--- config.mk ---
export PLATFORM = sky130hd
export DESIGN_NAME = keyed_watchdog_timer_core
export DESIGN_NICKNAME = d
export VERILOG_FILES = /design/src/rtl/kwdt_pkg.sv /design/src/rtl/kwdt_exec.sv /design/src/rtl/keyed_watchdog_timer_core.sv
export SDC_FILE = /design/constraint.sdc
export NUM_CORES = 1
export LEC_CHECK = 0
export BUFFER_PORTS_ARGS = -buffer_cell sky130_fd_sc_hd__buf_4
export CORE_MARGIN = 2
export CORE_UTILIZATION = 53
export DETAILED_ROUTE_END_ITERATION = 6
export GPL_TIMING_DRIVEN = 0
export PLACE_DENSITY_LB_ADDON = 0.15
export SKIP_LAST_GASP = 1
export SYNTH_ARGS = -nofsm -noshare
export SYNTH_HDL_FRONTEND = slang
export SYNTH_SLANG_ARGS = --single-unit
export TNS_END_PERCENT = 30
--- constraint.sdc ---
create_clock -name i_clk -period 3.65 [get_ports i_clk]
set_clock_uncertainty 0.2 [all_clocks]
set_input_delay 0.365 -clock i_clk [delete_from_list [all_inputs] [get_ports i_clk]]
set_output_delay 0.365 -clock i_clk [all_outputs]
set_load 0.02 [all_outputs]
--- src/rtl/kwdt_pkg.sv ---
// ----------------------------------------------------------------------------
// Keyed watchdog timer package
// Shared item and result types, operation and register codes, key values
// and the prescaler divide table.
// ----------------------------------------------------------------------------
package kwdt_pkg;

    typedef enum logic [1:0] {
        OP_TICK  = 2'd0,
        OP_WRITE = 2'd1,
        OP_READ  = 2'd2
    } t_op;

    localparam logic [1:0] REG_COUNT = 2'd0;
    localparam logic [1:0] REG_CTRL_A = 2'd1;
    localparam logic [1:0] REG_CTRL_B = 2'd2;

    localparam logic [15:0] KEY_COUNT = 16'h5a5a;
    localparam logic [23:0] KEY_CONTROL = 24'ha5a5a5;

    localparam int PRESCALE_BITS = 12;
    localparam int READ_BITS = 16;

    // Output tuser bit positions.
    localparam int TUSER_TIMEOUT = 0;
    localparam int TUSER_REJECT = 1;

    typedef struct packed {
        logic [1:0]  operation;
        logic [1:0]  reg_select;
        logic [31:0] write_data;
    } t_item;

    typedef struct packed {
        logic [READ_BITS-1:0] read_data;
        logic                 timeout_pulse;
        logic                 write_rejected;
    } t_result;

    // Prescaler terminal count for each divider select code.
    function automatic logic [PRESCALE_BITS:0] div_limit(input logic [2:0] sel);
        logic [PRESCALE_BITS:0] lim;
        case (sel)
            3'd0:    lim = 13'd1;
            3'd1:    lim = 13'd4;
            3'd2:    lim = 13'd16;
            3'd3:    lim = 13'd32;
            3'd4:    lim = 13'd64;
            3'd5:    lim = 13'd128;
            3'd6:    lim = 13'd1024;
            default: lim = 13'd4096;
        endcase
        return lim;
    endfunction

endpackage

--- src/rtl/kwdt_exec.sv ---
// ----------------------------------------------------------------------------
// Keyed watchdog execution unit
// Holds the watchdog state and executes one tick, write or read request
// per cycle in which i_fire is high, producing its result combinationally.
// ----------------------------------------------------------------------------
module kwdt_exec #(
    parameter int COUNTER_BITS = 16,
    parameter int WRITE_SYNC_TICKS = 2
) (
    input  logic             i_clk,
    input  logic             i_rst_n,
    input  logic             i_fire,
    input  kwdt_pkg::t_item   i_item,
    output kwdt_pkg::t_result o_result
);
    import kwdt_pkg::*;

    localparam logic [1:0] SYNC_TICKS = 2'(WRITE_SYNC_TICKS);

    logic [COUNTER_BITS-1:0]  r_count, n_count;
    logic [PRESCALE_BITS-1:0] r_prescale, n_prescale;
    logic [2:0]               r_div_sel, n_div_sel;
    logic                     r_enable, n_enable;
    logic [7:0]               r_ctrl_b, n_ctrl_b;
    logic [1:0]               r_busy, n_busy;

    logic [PRESCALE_BITS:0]   pre_next;
    logic [COUNTER_BITS-1:0]  count_inc;
    logic                     key_count_ok;
    logic                     key_ctrl_ok;
    logic [READ_BITS-1:0]     count_rd;
    t_op                      op;

    assign op = t_op'(i_item.operation);
    assign pre_next = {1'b0, r_prescale} + 1'b1;
    assign count_inc = r_count + 1'b1;
    assign key_count_ok = (i_item.write_data[31:16] == KEY_COUNT);
    assign key_ctrl_ok = (i_item.write_data[31:8] == KEY_CONTROL);

    generate
        if (COUNTER_BITS >= READ_BITS) begin : g_rd_wide
            assign count_rd = r_count[READ_BITS-1:0];
        end else begin : g_rd_narrow
            assign count_rd = {{(READ_BITS-COUNTER_BITS){1'b0}}, r_count};
        end
    endgenerate

    always_comb begin
        n_count = r_count;
        n_prescale = r_prescale;
        n_div_sel = r_div_sel;
        n_enable = r_enable;
        n_ctrl_b = r_ctrl_b;
        n_busy = r_busy;
        o_result = '0;
        case (op)
            OP_TICK: begin
                if (r_busy != 2'd0) begin
                    n_busy = r_busy - 2'd1;
                end
                if (r_enable) begin
                    if (pre_next >= div_limit(r_div_sel)) begin
                        n_prescale = '0;
                        n_count = count_inc;
                        o_result.timeout_pulse = (count_inc == '0);
                    end else begin
                        n_prescale = pre_next[PRESCALE_BITS-1:0];
                    end
                end
            end
            OP_WRITE: begin
                case (i_item.reg_select)
                    REG_COUNT: begin
                        if (key_count_ok) begin
                            n_count = i_item.write_data[COUNTER_BITS-1:0];
                            n_prescale = '0;
                            n_busy = SYNC_TICKS;
                        end else begin
                            o_result.write_rejected = 1'b1;
                        end
                    end
                    REG_CTRL_A: begin
                        if (key_ctrl_ok) begin
                            n_div_sel = i_item.write_data[2:0];
                            n_enable = i_item.write_data[7];
                            n_prescale = '0;
                            n_busy = SYNC_TICKS;
                        end else begin
                            o_result.write_rejected = 1'b1;
                        end
                    end
                    REG_CTRL_B: begin
                        if (key_ctrl_ok) begin
                            n_ctrl_b = i_item.write_data[7:0];
                            n_busy = SYNC_TICKS;
                        end else begin
                            o_result.write_rejected = 1'b1;
                        end
                    end
                    default: begin
                    end
                endcase
            end
            OP_READ: begin
                case (i_item.reg_select)
                    REG_COUNT: o_result.read_data = count_rd;
                    REG_CTRL_A: o_result.read_data =
                        {8'd0, r_enable, 1'b0, (r_busy != 2'd0), 2'b00, r_div_sel};
                    REG_CTRL_B: o_result.read_data = {8'd0, r_ctrl_b};
                    default: o_result.read_data = '0;
                endcase
            end
            default: begin
            end
        endcase
    end

    always_ff @(posedge i_clk) begin
        if (!i_rst_n) begin
            r_count <= '0;
            r_prescale <= '0;
            r_div_sel <= '0;
            r_enable <= 1'b0;
            r_ctrl_b <= '0;
            r_busy <= '0;
        end else if (i_fire) begin
            r_count <= n_count;
            r_prescale <= n_prescale;
            r_div_sel <= n_div_sel;
            r_enable <= n_enable;
            r_ctrl_b <= n_ctrl_b;
            r_busy <= n_busy;
        end
    end

endmodule

--- src/rtl/keyed_watchdog_timer_core.sv ---
// ----------------------------------------------------------------------------
// Keyed watchdog timer core
// A request goes from the input register through the execution unit into the
// result register. Throughput: one request per cycle while the output is not
// stalled by m_axis_tready, set by the combinational next-state logic of the
// execution unit. Synchronous active-low reset clears the counter, prescaler,
// control registers and busy time.
module keyed_watchdog_timer_core #(
    parameter int COUNTER_BITS = 16,
    parameter int WRITE_SYNC_TICKS = 2
) (
    input  logic        i_clk,
    input  logic        i_rst_n,
    input  logic        s_axis_tvalid,
    output logic        s_axis_tready,
    input  logic [31:0] s_axis_tdata,   // [31:0] write_data
    input  logic [3:0]  s_axis_tuser,   // [1:0] operation, [3:2] reg_select
    output logic        m_axis_tvalid,
    input  logic        m_axis_tready,
    output logic [15:0] m_axis_tdata,   // [15:0] read_data
    output logic [1:0]  m_axis_tuser    // [0] timeout_pulse, [1] write_rejected
);
    import kwdt_pkg::*;

    logic    r_in_valid;
    t_item   r_item;
    logic    r_out_valid;
    t_result r_result;
    t_result exec_result;
    logic    advance;
    logic    exec_fire;

    assign advance = !r_out_valid || m_axis_tready;
    assign s_axis_tready = advance || !r_in_valid;
    assign exec_fire = r_in_valid && advance;

    always_ff @(posedge i_clk) begin
        if (!i_rst_n) begin
            r_in_valid <= 1'b0;
        end else if (s_axis_tready) begin
            r_in_valid <= s_axis_tvalid;
        end
    end

    always_ff @(posedge i_clk) begin
        if (s_axis_tready && s_axis_tvalid) begin
            r_item.operation <= s_axis_tuser[1:0];
            r_item.reg_select <= s_axis_tuser[3:2];
            r_item.write_data <= s_axis_tdata;
        end
    end

    kwdt_exec #(
        .COUNTER_BITS(COUNTER_BITS),
        .WRITE_SYNC_TICKS(WRITE_SYNC_TICKS)
    ) u_exec (
        .i_clk(i_clk),
        .i_rst_n(i_rst_n),
        .i_fire(exec_fire),
        .i_item(r_item),
        .o_result(exec_result)
    );

    always_ff @(posedge i_clk) begin
        if (!i_rst_n) begin
            r_out_valid <= 1'b0;
        end else if (advance) begin
            r_out_valid <= r_in_valid;
        end
    end

    always_ff @(posedge i_clk) begin
        if (exec_fire) begin
            r_result <= exec_result;
        end
    end

    assign m_axis_tvalid = r_out_valid;
    assign m_axis_tdata = r_result.read_data;
    assign m_axis_tuser[TUSER_TIMEOUT] = r_result.timeout_pulse;
    assign m_axis_tuser[TUSER_REJECT] = r_result.write_rejected;

    // A timeout only comes from a tick, which never carries read data.
    a_timeout_no_data: assert property (@(posedge i_clk) disable iff (!i_rst_n)
        (m_axis_tvalid && m_axis_tuser[TUSER_TIMEOUT]) |-> (m_axis_tdata == 16'd0))
        else $error("timeout result carries read data");

    // A result never flags both a tick overflow and a rejected write.
    a_pulse_reject_excl: assert property (@(posedge i_clk) disable iff (!i_rst_n)
        m_axis_tvalid |-> !(m_axis_tuser[TUSER_TIMEOUT] && m_axis_tuser[TUSER_REJECT]))
        else $error("timeout and reject flagged together");

    // With the result register empty, the input side must take a request.
    a_ready_when_empty: assert property (@(posedge i_clk) disable iff (!i_rst_n)
        !r_out_valid |-> s_axis_tready)
        else $error("input stalled with empty result register");

    // An executed request always shows up as a result on the next cycle.
    a_exec_to_result: assert property (@(posedge i_clk) disable iff (!i_rst_n)
        exec_fire |=> r_out_valid)
        else $error("executed request lost");

endmodule
## After elaboration in Yosys (flattened, before gate mapping)

Index checks and enable logic that the tools add are counted.

| cells by class | value |
|---|---|
| add/subtract/negate cells | 3 |
| multiply operators | 0 |
| div/mod/pow operators | 0 |
| magnitude comparators | 1 |
| equality and inequality tests | 22 |
| shifts and indexed selects | 0 |
| muxes and demuxes | 23 |
| bitwise gates (word level) | 0 |
| reduce and logical (&&, ||, !) cells | 19 |

Operator list:

| operator | count |
|---|---|
| case mux 13 bit (7 select lines) | 1 |
| 2-to-1 mux 16 bit | 4 |
| 2-to-1 mux 12 bit | 4 |
| case mux 12 bit (2 select lines) | 2 |
| case mux 16 bit (3 select lines) | 1 |
| case mux 16 bit (2 select lines) | 1 |
| 2-to-1 mux 13 bit | 2 |
| equality test 24 bit, second input constant | 1 |
| AND reduction 6 bit | 3 |
| adder 16 x 1 -> 16 bit, second input constant | 1 |
| equality test 16 x 15 -> 1 bit, second input constant | 1 |
| logical NOT 16 bit | 1 |
| adder 12 x 1 -> 13 bit, second input constant | 1 |
| greater-or-equal comparator 13 bit | 1 |
| != test 3 x 2 -> 1 bit, second input constant | 4 |
| != test 2 x 1 -> 1 bit, second input constant | 5 |
| equality test 3 bit, second input constant | 3 |
| case mux 2 bit (2 select lines) | 2 |
| AND reduction 4 bit | 2 |
| equality test 3 x 2 -> 1 bit, second input constant | 2 |
| 2-to-1 mux 2 bit | 3 |
| equality test 2 x 1 -> 1 bit, second input constant | 2 |
| equality test 2 bit, second input constant | 2 |
| logical NOT 2 bit | 2 |
| other kinds (12) | 17 |

| word-level totals | value |
|---|---|
| register bits | 98 |
| bits in latches | 0 |
| RAM bits | 0 |
| bits in read-only memories | 0 |
| input bits | 40 |
| memories | 0 |

## Depth between registers and ports, before layout

| depth | value |
|---|---|
| word-level depth | 8 |
| gate-level depth with buffers | 16 |
| mapped depth without buffers | 13 |

## Hierarchy

From an unflattened synthesis, not the netlist that was laid out.

| unflattened totals | value |
|---|---|
| cells, all modules | 475 |
| area, all modules | 4967.3 sq um |

By module, submodules not included:

| module | instances | cells an instance | area each (sq um) | sequential area each (sq um) |
|---|---|---|---|---|
| kwdt_exec | 1 | 412 | 3241.9 | 840.8 |
| keyed_watchdog_timer_core | 1 | 63 | 1725.4 | 1661.6 |

## Worst setup path after synthesis

No wires, ideal clock.

| timing | value |
|---|---|
| kind | reg2reg |
| from | register u_exec.r_prescale[0] |
| to | register u_exec.r_prescale[2] |
| library setup time | 76 ps |
| data arrival time | 3399 ps |
| setup slack | -25 ps |
| cell stages (with the launch flop) | 14 |
| period minus slack after synthesis | 3675 ps |
| path through | dfxtp_1 > ha_1 > and3_1 > and3_1 > nor2b_1 > or2_2 > ha_1 > a21o_1 > a221o_1 > o311a_1 > a2111oi_2 > clkbuf_1 > o21ai_0 > a21boi_0 |

| between the ends | value |
|---|---|
| cells in the longest elaborated chain, start to end | 5 |

RTL lines:

| what | line | RTL |
|---|---|---|
| start, declared | kwdt_exec.sv:21 | `logic [PRESCALE_BITS-1:0] r_prescale, n_prescale;` |
| start signal, assigned | kwdt_exec.sv:128 | `r_prescale <= n_prescale;` |
| adder 12 x 1 -> 13 bit (*) | kwdt_exec.sv:35 | `assign pre_next = {1'b0, r_prescale} + 1'b1;` |
| greater-or-equal comparator 13 bit | kwdt_exec.sv:62 | `if (pre_next >= div_limit(r_div_sel)) begin` |
| 2-to-1 mux 12 bit (*) | kwdt_exec.sv:62 |  |
| 2-to-1 mux 12 bit (*) | kwdt_exec.sv:61 | `if (r_enable) begin` |
| case mux 12 bit (2 select lines) (*) | kwdt_exec.sv:56 | `case (op)` |

Every way passes the cells marked *; elsewhere a longest branch is shown, timed or not. The select of a mux whose other input is x is not followed.
A chain may end at the register's enable or synchronous reset.

## Final worst setup path

| timing | value |
|---|---|
| from | register u_exec.r_prescale[1] |
| to | register u_exec.r_count[8] (netlist: u_exec.count_rd[8]) |

| between the ends | value |
|---|---|
| cells in the longest elaborated chain, start to end | 4 |

RTL lines:

| what | line | RTL |
|---|---|---|
| adder 12 x 1 -> 13 bit | kwdt_exec.sv:35 |  |
| greater-or-equal comparator 13 bit | kwdt_exec.sv:62 |  |
| != test 2 x 1 -> 1 bit (no line) | n/a |  |
| AND reduction 6 bit (no line) | n/a |  |
| end signal, assigned | kwdt_exec.sv:127 | `r_count <= n_count;` |
| end, declared | kwdt_exec.sv:20 | `logic [COUNTER_BITS-1:0] r_count, n_count;` |

No other way between the ends.

==> results.py <==
metrics = {
    "outcome": {
        "outcome": "finished, final reports clean",
    },
    "die": {
        "fp.dieH_um": 101,
        "die-area_um2": 10100,
        "die_x_um": 101,
        "coreArea_um2": 9150,
        "initial_core_util": 0.541,
        "row_count": 35,
        "io_pins": 60,
    },
    "worst_hold_path": {
        "hp-start": "s_axis_tvalid",
        "hold_path_depth": 3,
        "hold-path-endpoint": "r_in_valid",
        "min_path_type": "input port to flip-flop",
    },
    "power_and_ir_drop": {
        "leakage_nw": 2.29,
        "powerDensity_nw_per_um2": 328,
        "p_total_mw": 2.07,
        "ir_drop_uv": 289,
    },
    "place": {
        "dp_cells": 653,
        "dp_hpwl_mm": 8.32,
        "io_buffers": 58,
        "place_congestion": 0.952,
    },
    "finish": {
        "area_growth_pct": 27.5,
        "antenna_cells": 0,
        "ff_latch_area_um2": 2520,
        "nets": 650,
        "final_common_cell": "buf_4",
        "layout.cells.non_filler": 711,
        "drive_gt1_frac": 0.215,
        "fillers": 663,
        "layout_common_cells": "buf_4, nor2_1, edfxtp_1",
        "multiInputGateArea_um2": 2400,
    },
    "synth": {
        "ys_seq_area_frac": 0.505,
        "yosysUniqueCellTypes": 66,
        "syn_inst": 482,
        "synth-edff-count": 54,
        "syn_nets": 537,
        "synth_area_um2": 4950,
        "ys_async_sr_fraction": 0,
        "synth_flop_cell": "edfxtp_1",
        "yosys_warnings": 0,
        "ys_seq_elements": 98,
        "postSynthAreaPerCell_um2": 10.3,
    },
    "global_route": {
        "antenna_found_initial": 0,
        "grt_pass1_wl_mm": 19.9,
        "grt_max_degree": 23,
        "overflow": 0,
        "met2_usage": 0.420,
        "grt_use_total": 0.253,
        "grt_use_met1": 0.341,
        "grt.met3_usage": 0.0499,
        "grt-busiest-layer": "met2",
        "grt_pass1_vias": 4057,
    },
    "clock_network": {
        "clock_latency_ns": 0.37,
        "clk_pin_slew_worst_paths_ns": 0.10,
        "clockBufferDepth": 2,
        "cts_root_buf": "clkbuf_8",
        "cts_sinks": 98,
        "htreeDepth": 3,
        "cts_tree": "built",
        "cts_buffers": 9,
    },
    "critical_path": {
        "arrival_ns": 3.62,
        "r2r_end": "u_exec.count_rd[8]",
        "regToRegSetupSlack_ns": 0.07,
        "slowest_stage": "o311ai_1",
        "cp-start-kind": "flip-flop",
        "reg2regPathDepth": 15,
        "worstPathCellList": "ha_4 > and3_4 > and3_1 > nor2b_1 > or2_4 > ha_4 > nand3_4 > nor2_2 > a221o_1 > o311ai_2 > a311o_1 > buf_6 > clkbuf_4 > o311ai_1 > o31ai_2",
        "path_delay_family": "compound AO/OA/AOI/OAI gates",
        "crit_required_ns": 3.69,
        "path_max_fanout": 10,
        "cp_common_cell": "ha_4",
        "rr_startpoint": "u_exec.r_prescale[1]",
        "crit_type": "flip-flop to flip-flop",
        "crit_path_end_kind": "flip-flop",
        "critPathBufInv": 2,
        "max_stage_delay_ns": 0.42,
    },
    "route": {
        "wire_per_inst_um": 17.8,
        "viasPerCell": 5.94,
        "drc": 0,
        "drtAntennaViolNets": 0,
        "vias": 4223,
        "drtPass1Iterations": 5,
        "drtIter0Drc": 441,
        "wl_mm": 12.6,
    },
    "sta": {
        "holdWs_ns": 0.0118,
        "tightest_slew_ns": 0.963,
        "hold_viol": 0,
        "worst_slew_margin_rel": 0.355,
        "fmax_ghz": 0.280,
        "grt_setup_unrepaired": "no",
        "drv_slew": 0,
        "period_minus_slack_ns": 3.58,
        "setup_viol": 0,
        "finalCritPeriodShare": 0.980,
    },
    "run": {
        "max_cap_viol_count": 0,
    },
}
## layout make-up
cell class,instances,area share
Tap cell,111,0.0220
Timing Repair Buffer,102,0.140
Clock inverter,7,0.00833
Multi-Input combinational cell,341,0.380
Inverter,8,0.00476
Clock buffer,9,0.0196
Sequential cell,98,0.399
Buffer,35,0.0264
## sequential cells by signal, indices dropped and copies added (netlist names)
| name | flops |
|---|---|
| r_in_valid | 1 |
| u_exec.r_ctrl_b | 8 |
| u_exec.r_enable | 1 |
| m_axis_tvalid | 1 |
| r_item | 36 |
| u_exec.r_prescale | 12 |
| m_axis_tuser | 2 |
| u_exec.r_div_sel | 3 |
| m_axis_tdata | 16 |
| u_exec.count_rd | 16 |
| u_exec.r_busy | 2 |
## cell families after synthesis
logic type	count (synthesis)	synth area share
AO/OA/AOI/OAI	104	0.157
XOR/XNOR	8	0.0157
adder cells (fa/ha/maj)	15	0.0379
buffers and inverters	43	0.0377
flip-flops	98	0.505
multiplexers	14	0.0286
AND/OR/NAND/NOR	200	0.218
## how the worst max path moves through the flow
stage | slack [ns] | end | cells past startpoint | from
2_1_floorplan | 0.03 | u_exec.r_prescale[2] | 13 | u_exec.r_prescale[0]
3_3_place_gp | -0.32 | u_exec.count_rd[11] | 14 | u_exec.r_prescale[0]
3_5_place_dp | -0.39 | u_exec.count_rd[11] | 14 | u_exec.r_prescale[0]
4_1_cts | 0.04 | u_exec.count_rd[9] | 16 | u_exec.r_prescale[1]
5_1_grt | 0.005 | u_exec.count_rd[9] | 16 | u_exec.r_prescale[1]
6_report | 0.07 | u_exec.count_rd[8] | 15 | u_exec.r_prescale[1]
## repair_timing
item,in CTS,in global routing
gates resized for setup,14,27
hold buffers,36,0
buffers inserted,4,1
pin swaps,6,4
setup endpoints to repair,29,23
gates cloned,1,0
hold endpoints to repair,36,0
## tightest hold or removal path: cells and delay by family
kind	cells	cell delay [ns]
buffers and inverters	1	0.09
and+or+nand+nor	1	0.07
AOI/OAI and AO/OA	1	0.03
## where the power goes
group | internal, mW | switching [mW] | leakage, nW
combinational | 0.0980 | 0.101 | 1.31
sequential | 1.20 | 0.0228 | 0.886
clock | 0.254 | 0.398 | 0.0920
## synth_stat cells (3+ instances only)
library cell   n  share of area
nor4bb_1       9          0.018
nand4_1        5         0.0063
a211oi_1       5         0.0076
ha_1          15          0.038
a21boi_0       6         0.0091
and2_1        15          0.019
a21oi_1       14          0.014
or2_2          5         0.0063
nor2b_1       11          0.014
clkbuf_1      29          0.022
nand3b_1       4         0.0061
buf_6          3         0.0068
xnor2_1        3         0.0053
o21ai_0       14          0.014
nand2_1       32          0.024
a31oi_1        7         0.0088
and3_1         7         0.0088
a222oi_1       5          0.010
o31ai_1        9          0.014
o221a_2        4         0.0091
edfxtp_1      54           0.33
nor2_1        59          0.045
nand3_1       11          0.011
dfxtp_1       44           0.18
and4_1         3         0.0053
nand2b_1       3         0.0038
inv_1          8         0.0061
nor4_1         6         0.0076
o211ai_1       4         0.0061
xor2_1         4         0.0071
nor3_1        15          0.015
a22oi_1        7          0.011
o311ai_0       7          0.012
mux2i_1       13          0.026
## per-stage QoR
stage,worst slack (ns),TNS [ns],util,instance area [µm²]
floorplan,0.0333,0,-,4950
global route,0.00509,0,0.690,6310
CTS,0.0352,0,0.679,6220
detailed placement,-0.386,-7.60,0.609,5570
global placement,-0.320,-5.34,0.604,5530
finish,0.0733,0,0.690,6310
## metal layers
metal  wire length, µm  share of wire
met5                 0              0
met4               140          0.011
met3               792          0.063
met2              6030           0.48
met1              5680           0.45
Power figures use the tool's default switching activity.
